## config.mk

```make
export PLATFORM = sky130hd
export DESIGN_NAME = adaptive_noise_gate
export DESIGN_NICKNAME = d
export VERILOG_FILES = /design/src/rtl/core/ang_pkg.sv /design/src/rtl/core/adaptive_noise_gate.sv /design/src/rtl/core/ang_front.sv /design/src/rtl/core/ang_queue.sv /design/src/rtl/core/ang_back.sv
export SDC_FILE = /design/constraint.sdc
export NUM_CORES = 2
export LEC_CHECK = 0
export BUFFER_PORTS_ARGS = -buffer_cell sky130_fd_sc_hd__buf_2
export CORE_ASPECT_RATIO = 1.25
export CORE_UTILIZATION = 40
export CTS_CLUSTER_SIZE = 14
export DETAILED_ROUTE_END_ITERATION = 6
export PLACE_DENSITY = 0.65
export RECOVER_POWER = 50
export SYNTH_ARGS = -nofsm -noshare
export SYNTH_HDL_FRONTEND = slang
export SYNTH_SLANG_ARGS = --single-unit
```

## constraint.sdc

```tcl
create_clock -name clock -period 14.9 [get_ports clock]
set_input_delay 0.745 -clock clock [delete_from_list [all_inputs] [get_ports clock]]
set_output_delay 0.745 -clock clock [all_outputs]
set_load 0.01 [all_outputs]
```

## src/rtl/core/ang_pkg.sv

```systemverilog
// ----------------------------------------------------------------------------
// Adaptive noise gate package
// Shared widths, register indexes, configuration and queue types, and the
// arithmetic helpers of the level tracking datapath.
// ----------------------------------------------------------------------------
package ang_pkg;

   // Channel count and field widths.
   localparam int CHANNELS   = 8;
   localparam int CH_W       = 3;
   localparam int CH_AW      = (CHANNELS > 1) ? $clog2(CHANNELS) : 1;
   localparam int SAMPLE_W   = 16;
   localparam int MAG_W      = 16;
   localparam int SQ_W       = 31;
   localparam int LEVEL_W    = 32;
   localparam int COUNT_W    = 20;
   localparam int COEF_W     = 16;
   localparam int THRESH_W   = 31;
   localparam int STEP_W     = 17;

   // Configuration port.
   localparam int CSR_IDX_W  = 3;
   localparam int CSR_DATA_W = 31;

   localparam logic [CSR_IDX_W-1:0] CSR_RMS_COEF   = 3'd0;
   localparam logic [CSR_IDX_W-1:0] CSR_TRACK_COEF = 3'd1;
   localparam logic [CSR_IDX_W-1:0] CSR_THRESHOLD  = 3'd2;
   localparam logic [CSR_IDX_W-1:0] CSR_HOLD_LEN   = 3'd3;
   localparam logic [CSR_IDX_W-1:0] CSR_RAMP_LEN   = 3'd4;
   localparam logic [CSR_IDX_W-1:0] CSR_RAMP_STEP  = 3'd5;
   localparam logic [CSR_IDX_W-1:0] CSR_BYPASS     = 3'd6;

   // Register values after reset.
   localparam logic [COEF_W-1:0]   RST_RMS_COEF   = 16'd65455;
   localparam logic [COEF_W-1:0]   RST_TRACK_COEF = 16'd65535;
   localparam logic [THRESH_W-1:0] RST_THRESHOLD  = 31'd134217728;
   localparam logic [COUNT_W-1:0]  RST_HOLD_LEN   = 20'd12000;
   localparam logic [COUNT_W-1:0]  RST_RAMP_LEN   = 20'd6000;
   localparam logic [STEP_W-1:0]   RST_RAMP_STEP  = 17'd11;

   // Shared multiplier operand and product widths.
   localparam int MUL_A_W = 34;
   localparam int MUL_B_W = 18;
   localparam int PROD_W  = MUL_A_W + MUL_B_W;

   // Queue between the front and the back.
   localparam int QUEUE_DEPTH = 2;
   localparam int QUEUE_AW    = (QUEUE_DEPTH > 1) ? $clog2(QUEUE_DEPTH) : 1;

   typedef struct packed {
      logic [COEF_W-1:0]   rms_coef;
      logic [COEF_W-1:0]   track_coef;
      logic [THRESH_W-1:0] threshold;
      logic [COUNT_W-1:0]  hold_len;
      logic [COUNT_W-1:0]  ramp_len;
      logic [STEP_W-1:0]   ramp_step;
      logic                bypass;
   } cfg_type;

   // One classified sample waiting for the back.
   typedef struct packed {
      logic [CH_W-1:0]            channel;
      logic signed [SAMPLE_W-1:0] sample;
      logic [MAG_W-1:0]           mag;
      logic [SQ_W-1:0]            sq;
      logic                       in_range;
   } entry_type;

   // Signed difference x - t of two unsigned levels, as a multiplier operand.
   function automatic logic signed [MUL_A_W-1:0] level_diff(
      input logic [LEVEL_W-1:0] x,
      input logic [LEVEL_W-1:0] t
   );
      return $signed({2'b00, x}) - $signed({2'b00, t});
   endfunction

   // Finish a Q16 blend: (t * 65536 + (x - t) * c + 32768) >> 16.
   function automatic logic [LEVEL_W-1:0] blend_finish(
      input logic [LEVEL_W-1:0]       t,
      input logic signed [PROD_W-1:0] prod
   );
      logic signed [PROD_W-1:0] acc;
      acc = $signed({4'b0000, t, 16'h0000}) + prod + $signed(PROD_W'(32768));
      return acc[LEVEL_W+15:16];
   endfunction

endpackage

```

## src/rtl/core/adaptive_noise_gate.sv

```systemverilog
// ----------------------------------------------------------------------------
// Adaptive noise gate
// Per-channel noise gate with level tracking, hold and linear release ramp.
// ----------------------------------------------------------------------------
// Usage:
//  Samples arrive on the req_ channel, each tagged with its channel number
//  in req_tuser; gated samples leave on the rsp_ channel, one per input, in
//  order, with the trigger flag in rsp_tuser.
//  The csr_ port writes one setting per cycle while csr_we is high; write
//  settings only while no transaction is in flight.
//  A sample in its channel's release ramp passes through the extra gain
//  and scale states before the output register is loaded.
//  The back sequencer takes a new sample only once the previous result
//  has been loaded into the output register, and performs every level,
//  floor, ceiling and gain product on one shared multiplier.
//  A two-entry queue decouples input from processing, so new samples are
//  taken while a result waits in the output register.
//  If rsp_tready stays low, the output register and then the queue fill,
//  and req_tready drops.
//  Reset clears all channel levels and counters and loads the default
//  settings, which include bypass.
// ----------------------------------------------------------------------------
module adaptive_noise_gate (
   input  logic                               clock,
   input  logic                               reset,
   // Input stream.
   input  logic                               req_tvalid,
   output logic                               req_tready,
   input  logic [15:0]                        req_tdata,  // [15:0] sample_in
   input  logic [2:0]                         req_tuser,  // [2:0] channel
   // Result stream.
   output logic                               rsp_tvalid,
   input  logic                               rsp_tready,
   output logic [15:0]                        rsp_tdata,  // [15:0] sample_out
   output logic [0:0]                         rsp_tuser,  // [0] triggered
   // Settings write port.
   input  logic                               csr_we,
   input  logic [ang_pkg::CSR_IDX_W-1:0]      csr_index,
   input  logic [ang_pkg::CSR_DATA_W-1:0]     csr_wdata
);
   import ang_pkg::*;

   cfg_type                    cfg_ff, cfg_in;
   logic                       queue_full;
   logic                       push;
   entry_type                  push_entry;
   logic                       pop;
   logic                       pop_valid;
   entry_type                  pop_entry;
   logic signed [SAMPLE_W-1:0] rsp_sample;
   logic                       rsp_triggered;

   // Settings registers.
   always_comb begin
      cfg_in = cfg_ff;
      if (csr_we) begin
         case (csr_index)
            CSR_RMS_COEF:   cfg_in.rms_coef   = csr_wdata[COEF_W-1:0];
            CSR_TRACK_COEF: cfg_in.track_coef = csr_wdata[COEF_W-1:0];
            CSR_THRESHOLD:  cfg_in.threshold  = csr_wdata[THRESH_W-1:0];
            CSR_HOLD_LEN:   cfg_in.hold_len   = csr_wdata[COUNT_W-1:0];
            CSR_RAMP_LEN:   cfg_in.ramp_len   = csr_wdata[COUNT_W-1:0];
            CSR_RAMP_STEP:  cfg_in.ramp_step  = csr_wdata[STEP_W-1:0];
            CSR_BYPASS:     cfg_in.bypass     = csr_wdata[0];
            default:        cfg_in = cfg_ff;
         endcase
      end
   end

   always_ff @(posedge clock) begin
      if (reset) begin
         cfg_ff.rms_coef   <= RST_RMS_COEF;
         cfg_ff.track_coef <= RST_TRACK_COEF;
         cfg_ff.threshold  <= RST_THRESHOLD;
         cfg_ff.hold_len   <= RST_HOLD_LEN;
         cfg_ff.ramp_len   <= RST_RAMP_LEN;
         cfg_ff.ramp_step  <= RST_RAMP_STEP;
         cfg_ff.bypass     <= 1'b1;
      end else begin
         cfg_ff <= cfg_in;
      end
   end

   // Front: accept and classify.
   ang_front u_front (
      .req_tvalid  (req_tvalid),
      .req_tready  (req_tready),
      .req_channel (req_tuser),
      .req_sample  ($signed(req_tdata)),
      .queue_full  (queue_full),
      .push        (push),
      .push_entry  (push_entry)
   );

   // Queue between front and back.
   ang_queue u_queue (
      .clock      (clock),
      .reset      (reset),
      .push       (push),
      .push_entry (push_entry),
      .full       (queue_full),
      .pop        (pop),
      .pop_valid  (pop_valid),
      .pop_entry  (pop_entry)
   );

   // Back: level tracking, gating and result register.
   ang_back u_back (
      .clock         (clock),
      .reset         (reset),
      .cfg           (cfg_ff),
      .pop_valid     (pop_valid),
      .pop_entry     (pop_entry),
      .pop           (pop),
      .rsp_valid     (rsp_tvalid),
      .rsp_ready     (rsp_tready),
      .rsp_sample    (rsp_sample),
      .rsp_triggered (rsp_triggered)
   );

   assign rsp_tdata    = $unsigned(rsp_sample);
   assign rsp_tuser[0] = rsp_triggered;

endmodule

```

## src/rtl/core/ang_front.sv

```systemverilog
// ----------------------------------------------------------------------------
// Adaptive noise gate front
// Accepts sample transactions, checks the channel, and forms the magnitude
// and square of the sample before it enters the queue.
// ----------------------------------------------------------------------------
module ang_front (
   input  logic                                req_tvalid,
   output logic                                req_tready,
   input  logic [ang_pkg::CH_W-1:0]            req_channel,
   input  logic signed [ang_pkg::SAMPLE_W-1:0] req_sample,
   input  logic                                queue_full,
   output logic                                push,
   output ang_pkg::entry_type                  push_entry
);
   import ang_pkg::*;

   logic [MAG_W:0]         neg_wide;
   logic [MAG_W-1:0]       mag;
   logic [2*MAG_W-1:0]     sq_full;

   // Magnitude: the most negative sample gives 32768, which still fits.
   assign neg_wide = (MAG_W+1)'(0) - {req_sample[SAMPLE_W-1], req_sample};
   assign mag      = req_sample[SAMPLE_W-1] ? neg_wide[MAG_W-1:0] : MAG_W'(req_sample);
   assign sq_full  = mag * mag;

   // Handshake with the queue.
   assign req_tready = !queue_full;
   assign push       = req_tvalid && !queue_full;

   // Classified entry.
   always_comb begin
      push_entry.channel  = req_channel;
      push_entry.sample   = req_sample;
      push_entry.mag      = mag;
      push_entry.sq       = sq_full[SQ_W-1:0];
      push_entry.in_range = (32'(req_channel) < CHANNELS);
   end

endmodule

```

## src/rtl/core/ang_queue.sv

```systemverilog
// ----------------------------------------------------------------------------
// Adaptive noise gate queue
// Short first-in first-out buffer of classified samples between the front
// and the back.
// ----------------------------------------------------------------------------
module ang_queue (
   input  logic               clock,
   input  logic               reset,
   input  logic               push,
   input  ang_pkg::entry_type push_entry,
   output logic               full,
   input  logic               pop,
   output logic               pop_valid,
   output ang_pkg::entry_type pop_entry
);
   import ang_pkg::*;

   entry_type             slot_ff [QUEUE_DEPTH];
   logic [QUEUE_AW-1:0]   wr_ptr_ff, wr_ptr_in;
   logic [QUEUE_AW-1:0]   rd_ptr_ff, rd_ptr_in;
   logic [QUEUE_AW:0]     count_ff, count_in;
   logic                  do_push;
   logic                  do_pop;

   assign full      = (count_ff == (QUEUE_AW+1)'(QUEUE_DEPTH));
   assign pop_valid = (count_ff != '0);
   assign pop_entry = slot_ff[rd_ptr_ff];
   assign do_push   = push && !full;
   assign do_pop    = pop && pop_valid;

   // Pointer and fill count update.
   always_comb begin
      wr_ptr_in = wr_ptr_ff;
      rd_ptr_in = rd_ptr_ff;
      count_in  = count_ff;
      if (do_push) begin
         wr_ptr_in = (wr_ptr_ff == QUEUE_AW'(QUEUE_DEPTH-1)) ? '0 : wr_ptr_ff + 1'b1;
      end
      if (do_pop) begin
         rd_ptr_in = (rd_ptr_ff == QUEUE_AW'(QUEUE_DEPTH-1)) ? '0 : rd_ptr_ff + 1'b1;
      end
      if (do_push && !do_pop) begin
         count_in = count_ff + 1'b1;
      end else if (do_pop && !do_push) begin
         count_in = count_ff - 1'b1;
      end
   end

   always_ff @(posedge clock) begin
      if (reset) begin
         wr_ptr_ff <= '0;
         rd_ptr_ff <= '0;
         count_ff  <= '0;
      end else begin
         wr_ptr_ff <= wr_ptr_in;
         rd_ptr_ff <= rd_ptr_in;
         count_ff  <= count_in;
      end
   end

   // Entry storage needs no reset.
   always_ff @(posedge clock) begin
      if (do_push) begin
         slot_ff[wr_ptr_ff] <= push_entry;
      end
   end

endmodule

```

## src/rtl/core/ang_back.sv

```systemverilog
// ----------------------------------------------------------------------------
// Adaptive noise gate back
// Sequencer that updates the per-channel level, floor, ceiling and counters
// through one shared multiplier and drives the result register.
// ----------------------------------------------------------------------------
module ang_back (
   input  logic                                 clock,
   input  logic                                 reset,
   input  ang_pkg::cfg_type                     cfg,
   input  logic                                 pop_valid,
   input  ang_pkg::entry_type                   pop_entry,
   output logic                                 pop,
   output logic                                 rsp_valid,
   input  logic                                 rsp_ready,
   output logic signed [ang_pkg::SAMPLE_W-1:0]  rsp_sample,
   output logic                                 rsp_triggered
);
   import ang_pkg::*;

   typedef enum logic [9:0] {
      ST_IDLE    = 10'b0000000001,
      ST_LVL     = 10'b0000000010,
      ST_LVL_ADD = 10'b0000000100,
      ST_FLR     = 10'b0000001000,
      ST_CEIL    = 10'b0000010000,
      ST_CMP     = 10'b0000100000,
      ST_DEC     = 10'b0001000000,
      ST_GAIN    = 10'b0010000000,
      ST_SCALE   = 10'b0100000000,
      ST_OUT     = 10'b1000000000
   } state_type;

   typedef enum logic [1:0] {
      MODE_PASS = 2'd0,
      MODE_RAMP = 2'd1,
      MODE_MUTE = 2'd2
   } mode_type;

   // Per-channel state.
   logic [LEVEL_W-1:0] level_ff   [CHANNELS];
   logic [LEVEL_W-1:0] floor_ff   [CHANNELS];
   logic [LEVEL_W-1:0] ceiling_ff [CHANNELS];
   logic [COUNT_W-1:0] hold_ff    [CHANNELS];
   logic [COUNT_W-1:0] ramp_ff    [CHANNELS];

   state_type                  state_ff, state_in;
   mode_type                   mode_ff, mode_in;
   logic [CH_W-1:0]            ch_ff, ch_in;
   logic signed [SAMPLE_W-1:0] smp_ff, smp_in;
   logic [MAG_W-1:0]           mag_ff, mag_in;
   logic [SQ_W-1:0]            sq_ff, sq_in;
   logic signed [PROD_W-1:0]   prod_ff, prod_in;
   logic [LEVEL_W-1:0]         lv_ff, lv_in;
   logic [LEVEL_W-1:0]         fl_ff, fl_in;
   logic [LEVEL_W-1:0]         ce_ff, ce_in;
   logic [COUNT_W-1:0]         rn_ff, rn_in;
   logic                       trig_ff, trig_in;
   logic                       out_valid_ff, out_valid_in;
   logic signed [SAMPLE_W-1:0] out_sample_ff, out_sample_in;
   logic                       out_trig_ff, out_trig_in;

   logic [CH_AW-1:0]           idx;
   logic signed [MUL_A_W-1:0]  mul_a;
   logic signed [MUL_B_W-1:0]  mul_b;
   logic signed [PROD_W-1:0]   mul_p;
   logic                       trig_now;
   logic [COUNT_W-1:0]         hold_new;
   logic [COUNT_W-1:0]         ramp_new;
   logic                       st_wr;
   logic [COUNT_W-1:0]         hold_wr;
   logic [COUNT_W-1:0]         ramp_wr;
   logic [PROD_W-1:0]          round_sum;
   logic [PROD_W-17:0]         scaled;
   logic signed [SAMPLE_W-1:0] ramp_sample;

   assign idx = CH_AW'(ch_ff);

   // Shared multiplier operand selection.
   always_comb begin
      mul_a = '0;
      mul_b = '0;
      case (state_ff)
         ST_LVL: begin
            mul_a = level_diff(level_ff[idx], LEVEL_W'(sq_ff));
            mul_b = $signed({2'b00, cfg.rms_coef});
         end
         ST_FLR: begin
            mul_a = level_diff(floor_ff[idx], lv_ff);
            mul_b = $signed({2'b00, cfg.track_coef});
         end
         ST_CEIL: begin
            mul_a = level_diff(ceiling_ff[idx], lv_ff);
            mul_b = $signed({2'b00, cfg.track_coef});
         end
         ST_GAIN: begin
            mul_a = $signed(MUL_A_W'(rn_ff));
            mul_b = $signed({1'b0, cfg.ramp_step});
         end
         ST_SCALE: begin
            // A gain of 2^16 or more saturates any nonzero sample anyway.
            mul_a = (|prod_ff[PROD_W-1:32]) ? $signed(MUL_A_W'(34'h1_0000_0000))
                                            : $signed(MUL_A_W'(prod_ff[31:0]));
            mul_b = $signed({2'b00, mag_ff});
         end
         default: begin
            mul_a = '0;
            mul_b = '0;
         end
      endcase
   end

   assign mul_p = mul_a * mul_b;

   // Gate decision from the tracked levels.
   assign trig_now = (ce_ff > fl_ff) && (lv_ff > fl_ff) &&
                     ((lv_ff - fl_ff) > LEVEL_W'(cfg.threshold));
   assign hold_new = trig_now ? cfg.hold_len : hold_ff[idx];
   assign ramp_new = trig_now ? cfg.ramp_len : ramp_ff[idx];

   // Ramp output: round half away from zero, then saturate.
   assign round_sum = $unsigned(prod_ff) + PROD_W'(32768);
   assign scaled    = round_sum[PROD_W-1:16];
   always_comb begin
      if (smp_ff[SAMPLE_W-1]) begin
         ramp_sample = (scaled >= (PROD_W-16)'(32768)) ? $signed(16'h8000)
                                                       : $signed(16'h0000 - scaled[15:0]);
      end else begin
         ramp_sample = (scaled > (PROD_W-16)'(32767)) ? $signed(16'h7fff)
                                                      : $signed(scaled[15:0]);
      end
   end

   // Sequencer.
   always_comb begin
      state_in      = state_ff;
      mode_in       = mode_ff;
      ch_in         = ch_ff;
      smp_in        = smp_ff;
      mag_in        = mag_ff;
      sq_in         = sq_ff;
      prod_in       = prod_ff;
      lv_in         = lv_ff;
      fl_in         = fl_ff;
      ce_in         = ce_ff;
      rn_in         = rn_ff;
      trig_in       = trig_ff;
      out_valid_in  = out_valid_ff && !rsp_ready;
      out_sample_in = out_sample_ff;
      out_trig_in   = out_trig_ff;
      pop           = 1'b0;
      st_wr         = 1'b0;
      hold_wr       = hold_new;
      ramp_wr       = ramp_new;
      case (state_ff)
         ST_IDLE: begin
            if (pop_valid) begin
               pop      = 1'b1;
               ch_in    = pop_entry.channel;
               smp_in   = pop_entry.sample;
               mag_in   = pop_entry.mag;
               sq_in    = pop_entry.sq;
               mode_in  = MODE_PASS;
               trig_in  = 1'b0;
               state_in = pop_entry.in_range ? ST_LVL : ST_OUT;
            end
         end
         ST_LVL: begin
            prod_in  = mul_p;
            state_in = ST_LVL_ADD;
         end
         ST_LVL_ADD: begin
            lv_in    = blend_finish(LEVEL_W'(sq_ff), prod_ff);
            state_in = ST_FLR;
         end
         ST_FLR: begin
            prod_in  = mul_p;
            state_in = ST_CEIL;
         end
         ST_CEIL: begin
            fl_in    = (lv_ff > floor_ff[idx]) ? blend_finish(lv_ff, prod_ff) : lv_ff;
            prod_in  = mul_p;
            state_in = ST_CMP;
         end
         ST_CMP: begin
            ce_in    = (lv_ff < ceiling_ff[idx]) ? blend_finish(lv_ff, prod_ff) : lv_ff;
            state_in = ST_DEC;
         end
         ST_DEC: begin
            st_wr    = 1'b1;
            trig_in  = trig_now;
            state_in = ST_OUT;
            if (cfg.bypass) begin
               mode_in = MODE_PASS;
            end else if (hold_new != '0) begin
               hold_wr = hold_new - 1'b1;
               mode_in = MODE_PASS;
            end else if (ramp_new != '0) begin
               ramp_wr  = ramp_new - 1'b1;
               rn_in    = ramp_new;
               mode_in  = MODE_RAMP;
               state_in = ST_GAIN;
            end else begin
               mode_in = MODE_MUTE;
            end
         end
         ST_GAIN: begin
            prod_in  = mul_p;
            state_in = ST_SCALE;
         end
         ST_SCALE: begin
            prod_in  = mul_p;
            state_in = ST_OUT;
         end
         ST_OUT: begin
            // Load the result register once it is free or being emptied.
            if (!out_valid_ff || rsp_ready) begin
               out_valid_in = 1'b1;
               out_trig_in  = trig_ff;
               case (mode_ff)
                  MODE_RAMP: out_sample_in = ramp_sample;
                  MODE_MUTE: out_sample_in = '0;
                  default:   out_sample_in = smp_ff;
               endcase
               state_in = ST_IDLE;
            end
         end
         default: begin
            state_in = ST_IDLE;
         end
      endcase
   end

   // Control registers.
   always_ff @(posedge clock) begin
      if (reset) begin
         state_ff     <= ST_IDLE;
         out_valid_ff <= 1'b0;
      end else begin
         state_ff     <= state_in;
         out_valid_ff <= out_valid_in;
      end
   end

   // Datapath registers.
   always_ff @(posedge clock) begin
      mode_ff       <= mode_in;
      ch_ff         <= ch_in;
      smp_ff        <= smp_in;
      mag_ff        <= mag_in;
      sq_ff         <= sq_in;
      prod_ff       <= prod_in;
      lv_ff         <= lv_in;
      fl_ff         <= fl_in;
      ce_ff         <= ce_in;
      rn_ff         <= rn_in;
      trig_ff       <= trig_in;
      out_sample_ff <= out_sample_in;
      out_trig_ff   <= out_trig_in;
   end

   // Per-channel state write-back.
   always_ff @(posedge clock) begin
      if (reset) begin
         for (int i = 0; i < CHANNELS; i++) begin
            level_ff[i]   <= '0;
            floor_ff[i]   <= '0;
            ceiling_ff[i] <= '0;
            hold_ff[i]    <= '0;
            ramp_ff[i]    <= '0;
         end
      end else if (st_wr) begin
         level_ff[idx]   <= lv_ff;
         floor_ff[idx]   <= fl_ff;
         ceiling_ff[idx] <= ce_ff;
         hold_ff[idx]    <= hold_wr;
         ramp_ff[idx]    <= ramp_wr;
      end
   end

   assign rsp_valid     = out_valid_ff;
   assign rsp_sample    = out_sample_ff;
   assign rsp_triggered = out_trig_ff;

endmodule
```

==> flow_summary.yaml <==
grt:
  first_global_vias: 78800
  grt_remaining_overflow: 0
  antenna_violations_before_repair: 26
  grt_pass1_wl_um: 534000
  largest_net_degree_at_the_start_of_global_routing: 109
  globalRouteTotalUtil_pct: 27.7
critical_path:
  worst_ep_required_ns: 15.45
  timing.critical_path.mode_cell: "sky130_fd_sc_hd__fa_1"
  critPathSlowestCell: "sky130_fd_sc_hd__and3b_1"
  timing.setup.critical_path_class: "flip-flop to flip-flop"
  worstSetupStartpointType: "flip-flop"
  timing.critical_path.fanout_max: 23
  timing.critical_path.to_type: "flip-flop"
  crit_arrival_ns: 14.22
  slowest_delay_ns: 1.34
  critPathBufInv: 3
  crit_family: "compound AO/OA/AOI/OAI gates"
synthesis:
  flop_and_latch_count_out_of_synthesis: 1601
  synth.top_cell.area_share_pct: 42.1
  number_of_library_cell_types_mapped_by_synthesis: 105
  postSynthCellCount: 9675
  synth_edf_count: 1465
  yosysWarningCount: 0
  synth.largest_area_cell: "sky130_fd_sc_hd__edfxtp_1"
  synth_ff_type: "sky130_fd_sc_hd__edfxtp_1"
  synthesis.area_sq_mm: 0.105
  netlist_top_cells_area: "sky130_fd_sc_hd__edfxtp_1, sky130_fd_sc_hd__fa_1, sky130_fd_sc_hd__ha_1"
  synth_async_sr_flop_share_pct: 0
  synth.yosys.seq_area_share_pct: 44.7
  syn-mean-instance-area_sq_um: 10.8
route:
  route.detailed.vias_per_inst: 5.86
  wirelength_um: 370000
  antenna_violating_nets_post_route: 0
  drt_drc_violations_left: 0
  firstDrtPassIters: 7
  routed-via-count: 77800
  drt_iter0_drc: 8798
  routedWlPerCell_um: 27.9
power:
  p_comb_share_pct: 48.5
  power_per_cell_area_mw_per_mm2: 170
  power_mw: 19.4
  intPower_mw: 11.3
  clock_power_share_pct: 20.4
  leakage_nw: 46.9
  net-switching-power_mw: 8.08
  switching_share_pct: 41.6
  share_seq_of_total_power_pct: 31.1
  ir_drop_v: 0.000467
sta:
  fmax_mhz: 73.2
  fin_worst_skew_ns: 0.0910
  setup_viol: 0
  fin_crit_ns: 13.67
  fin_crit_sh_pct: 91.7
  rsz0062_at_grt: "no"
  setup_total_negative_slack_ns: 0
  tightestPinTransition_ns: 4.74
  report.final.hold_viol_count: 0
  slew_headroom_pct: -216
  slew_violations: 1739
floorplan:
  placementRows: 209
  dieHeight_um: 574
  dieWidth_um: 459
  core_area_sq_mm: 0.260
  floorplan.initialDensity_pct: 40.3
  ios: 77
  die_area_sq_mm: 0.264
clocking:
  clock_sinks: 1601
  clock_path_buffers: 4
  num_cts_buffers: 161
  worst_setup_hold_path_clk_slew_ns: 0.07
  cts.htree.levels: 4
  insertion_delay_ns: 0.86
  cts_tree: "yes"
  root_buffer: "sky130_fd_sc_hd__clkbuf_16"
  cts_resized: 0
  post-cts-setup-buffers: 0
  cts_hold_buf: 0
final_layout:
  leading_cell_type_in_the_layout_fill_and_taps_excluded: "sky130_fd_sc_hd__edfxtp_1"
  flow.area_growth_from_synthesis_pct: 8.99
  share_of_the_core_filled_with_cells_pct: 43.9
  layout-drive-gt1-share_pct: 7.25
  commonest_cells_after_routing_fill_and_taps_aside: "sky130_fd_sc_hd__edfxtp_1, sky130_fd_sc_hd__nor2_1, sky130_fd_sc_hd__inv_1, sky130_fd_sc_hd__nand2_1, sky130_fd_sc_hd__fa_1"
  fin_nets: 10900
placed_design:
  port_buffers: 76
  routability_congestion: 1.02
  dpl.hpwl_um: 262000
job:
  max_cap_violations: 36
run_status:
  status: "finished with violations"
  violated_checks: "max-capacitance violations, max-slew violations"
worst_hold_path:
  holdCritPathClass: "input port to flip-flop"
cells in the mapped netlist, types with 137 or more instances:
cell type,count
sky130_fd_sc_hd__a21o_1,137
sky130_fd_sc_hd__a21oi_1,371
sky130_fd_sc_hd__a22oi_1,234
sky130_fd_sc_hd__and3_1,303
sky130_fd_sc_hd__clkbuf_1,370
sky130_fd_sc_hd__edfxtp_1,1465
sky130_fd_sc_hd__fa_1,720
sky130_fd_sc_hd__ha_1,474
sky130_fd_sc_hd__inv_1,967
sky130_fd_sc_hd__mux2_2,181
sky130_fd_sc_hd__nand2_1,887
sky130_fd_sc_hd__nand3_1,141
sky130_fd_sc_hd__nor2_1,1316
sky130_fd_sc_hd__o21ai_0,203
sky130_fd_sc_hd__xnor2_1,198
metal layers:
layer	global-route usage [%]	vias to the layer above	part of all wire, %
li1	-	33500	-
met1	33.2	39200	36
met2	45.9	4056	47
met3	4.42	967	8.6
met4	18.8	22	8.0
met5	0	-	0.039
metrics by stage:
step	setup slack [ns]	hold WS (ns)	cell area, sq um	cells
2_1_floorplan	3.43	0.400	105000	9700
3_3_place_gp	1.81	0.442	109000	13000
3_5_place_dp	1.79	0.447	109000	13000
4_1_cts	1.74	0.0709	114000	13300
5_1_grt	0.739	0.0876	114000	13300
6_report	1.23	0.119	114000	13300
power groups by stage:
stage / Combinational [mW] / Sequential [mW] / Clock (mW)
CTS: 9.30 / 6.01 / 3.97
floorplan: 6.40 / 5.98 / 0
global placement: 9.11 / 6.09 / 0
global route: 10.2 / 6.05 / 4.12
finish: 9.41 / 6.04 / 3.95
detailed placement: 9.23 / 6.10 / 0
final cells by class:
class,instances,area [sq um]
Clock inverter,64,531
Inverter,1040,3900
Sequential cell,1601,46700
Antenna cell,24,60.1
Tap cell,3481,4360
Fill cell,24100,146000
Clock buffer,212,4360
Timing Repair Buffer,261,1670
Multi-Input combinational cell,6592,52400
cell families (layout without fill, tap and decap cells):
logic type / Yosys count / count (layout) / synth area share [%]
compound gates: 1548 / 1548 / 10.2
buf+inv: 1507 / 1577 / 5.57
fa+ha+maj: 1194 / 1194 / 19.5
flops: 1601 / 1601 / 44.7
simple gates: 3216 / 3216 / 14.0
xor+xnor: 310 / 310 / 2.65
other cells: 2 / 51 / 0.00718
mux: 297 / 297 / 3.44
worst register-to-register path, delay by kind of cell, from the launching register on:
family | cells | cell delay (ns)
and+or+nand+nor | 9 | 2.86
AOI/OAI and AO/OA | 16 | 4.83
DFF | 1 | 0.90
xor gates and xnor gates | 2 | 0.45
buffers and inverters | 3 | 0.56
adders and majority gates | 8 | 3.77
state kept, by name, summed over array words and instances, names as in the netlist, 2 cells and up:
signal             flops
u_back.rsp_sample     16
u_queue.slot_ff      126
u_back.smp_ff         16
u_back.fl_ff          32
u_back.lv_ff          32
u_back.prod_ff        52
u_back.ceiling_ff    256
u_back.ce_ff          32
u_queue.count_ff       2
u_back.ramp_ff       160
cfg_ff               121
u_back.ch_ff           3
u_back.floor_ff      256
u_back.mode_ff         2
u_back.hold_ff       160
u_back.rn_ff          20
u_back.mag_ff         15
u_back.sq_ff          29
u_back.state_ff       10
u_back.level_ff      256
worst paths after layout:
| kind | slack, ns | to | start | cells past startpoint |
|---|---|---|---|---|
| worst max-delay path | 1.23 | u_back.prod_ff[49] | u_back.ch_ff[2] | 38 |
| worst min-delay path | 0.12 | u_queue.slot_ff[0][63] | req_tuser[0] | 1 |
| worst min register to register | 0.45 | cfg_ff[84] | cfg_ff[84] | 2 |
| worst max register to register | 1.23 | u_back.prod_ff[49] | u_back.ch_ff[2] | 38 |
Power figures use the tool's default switching activity.
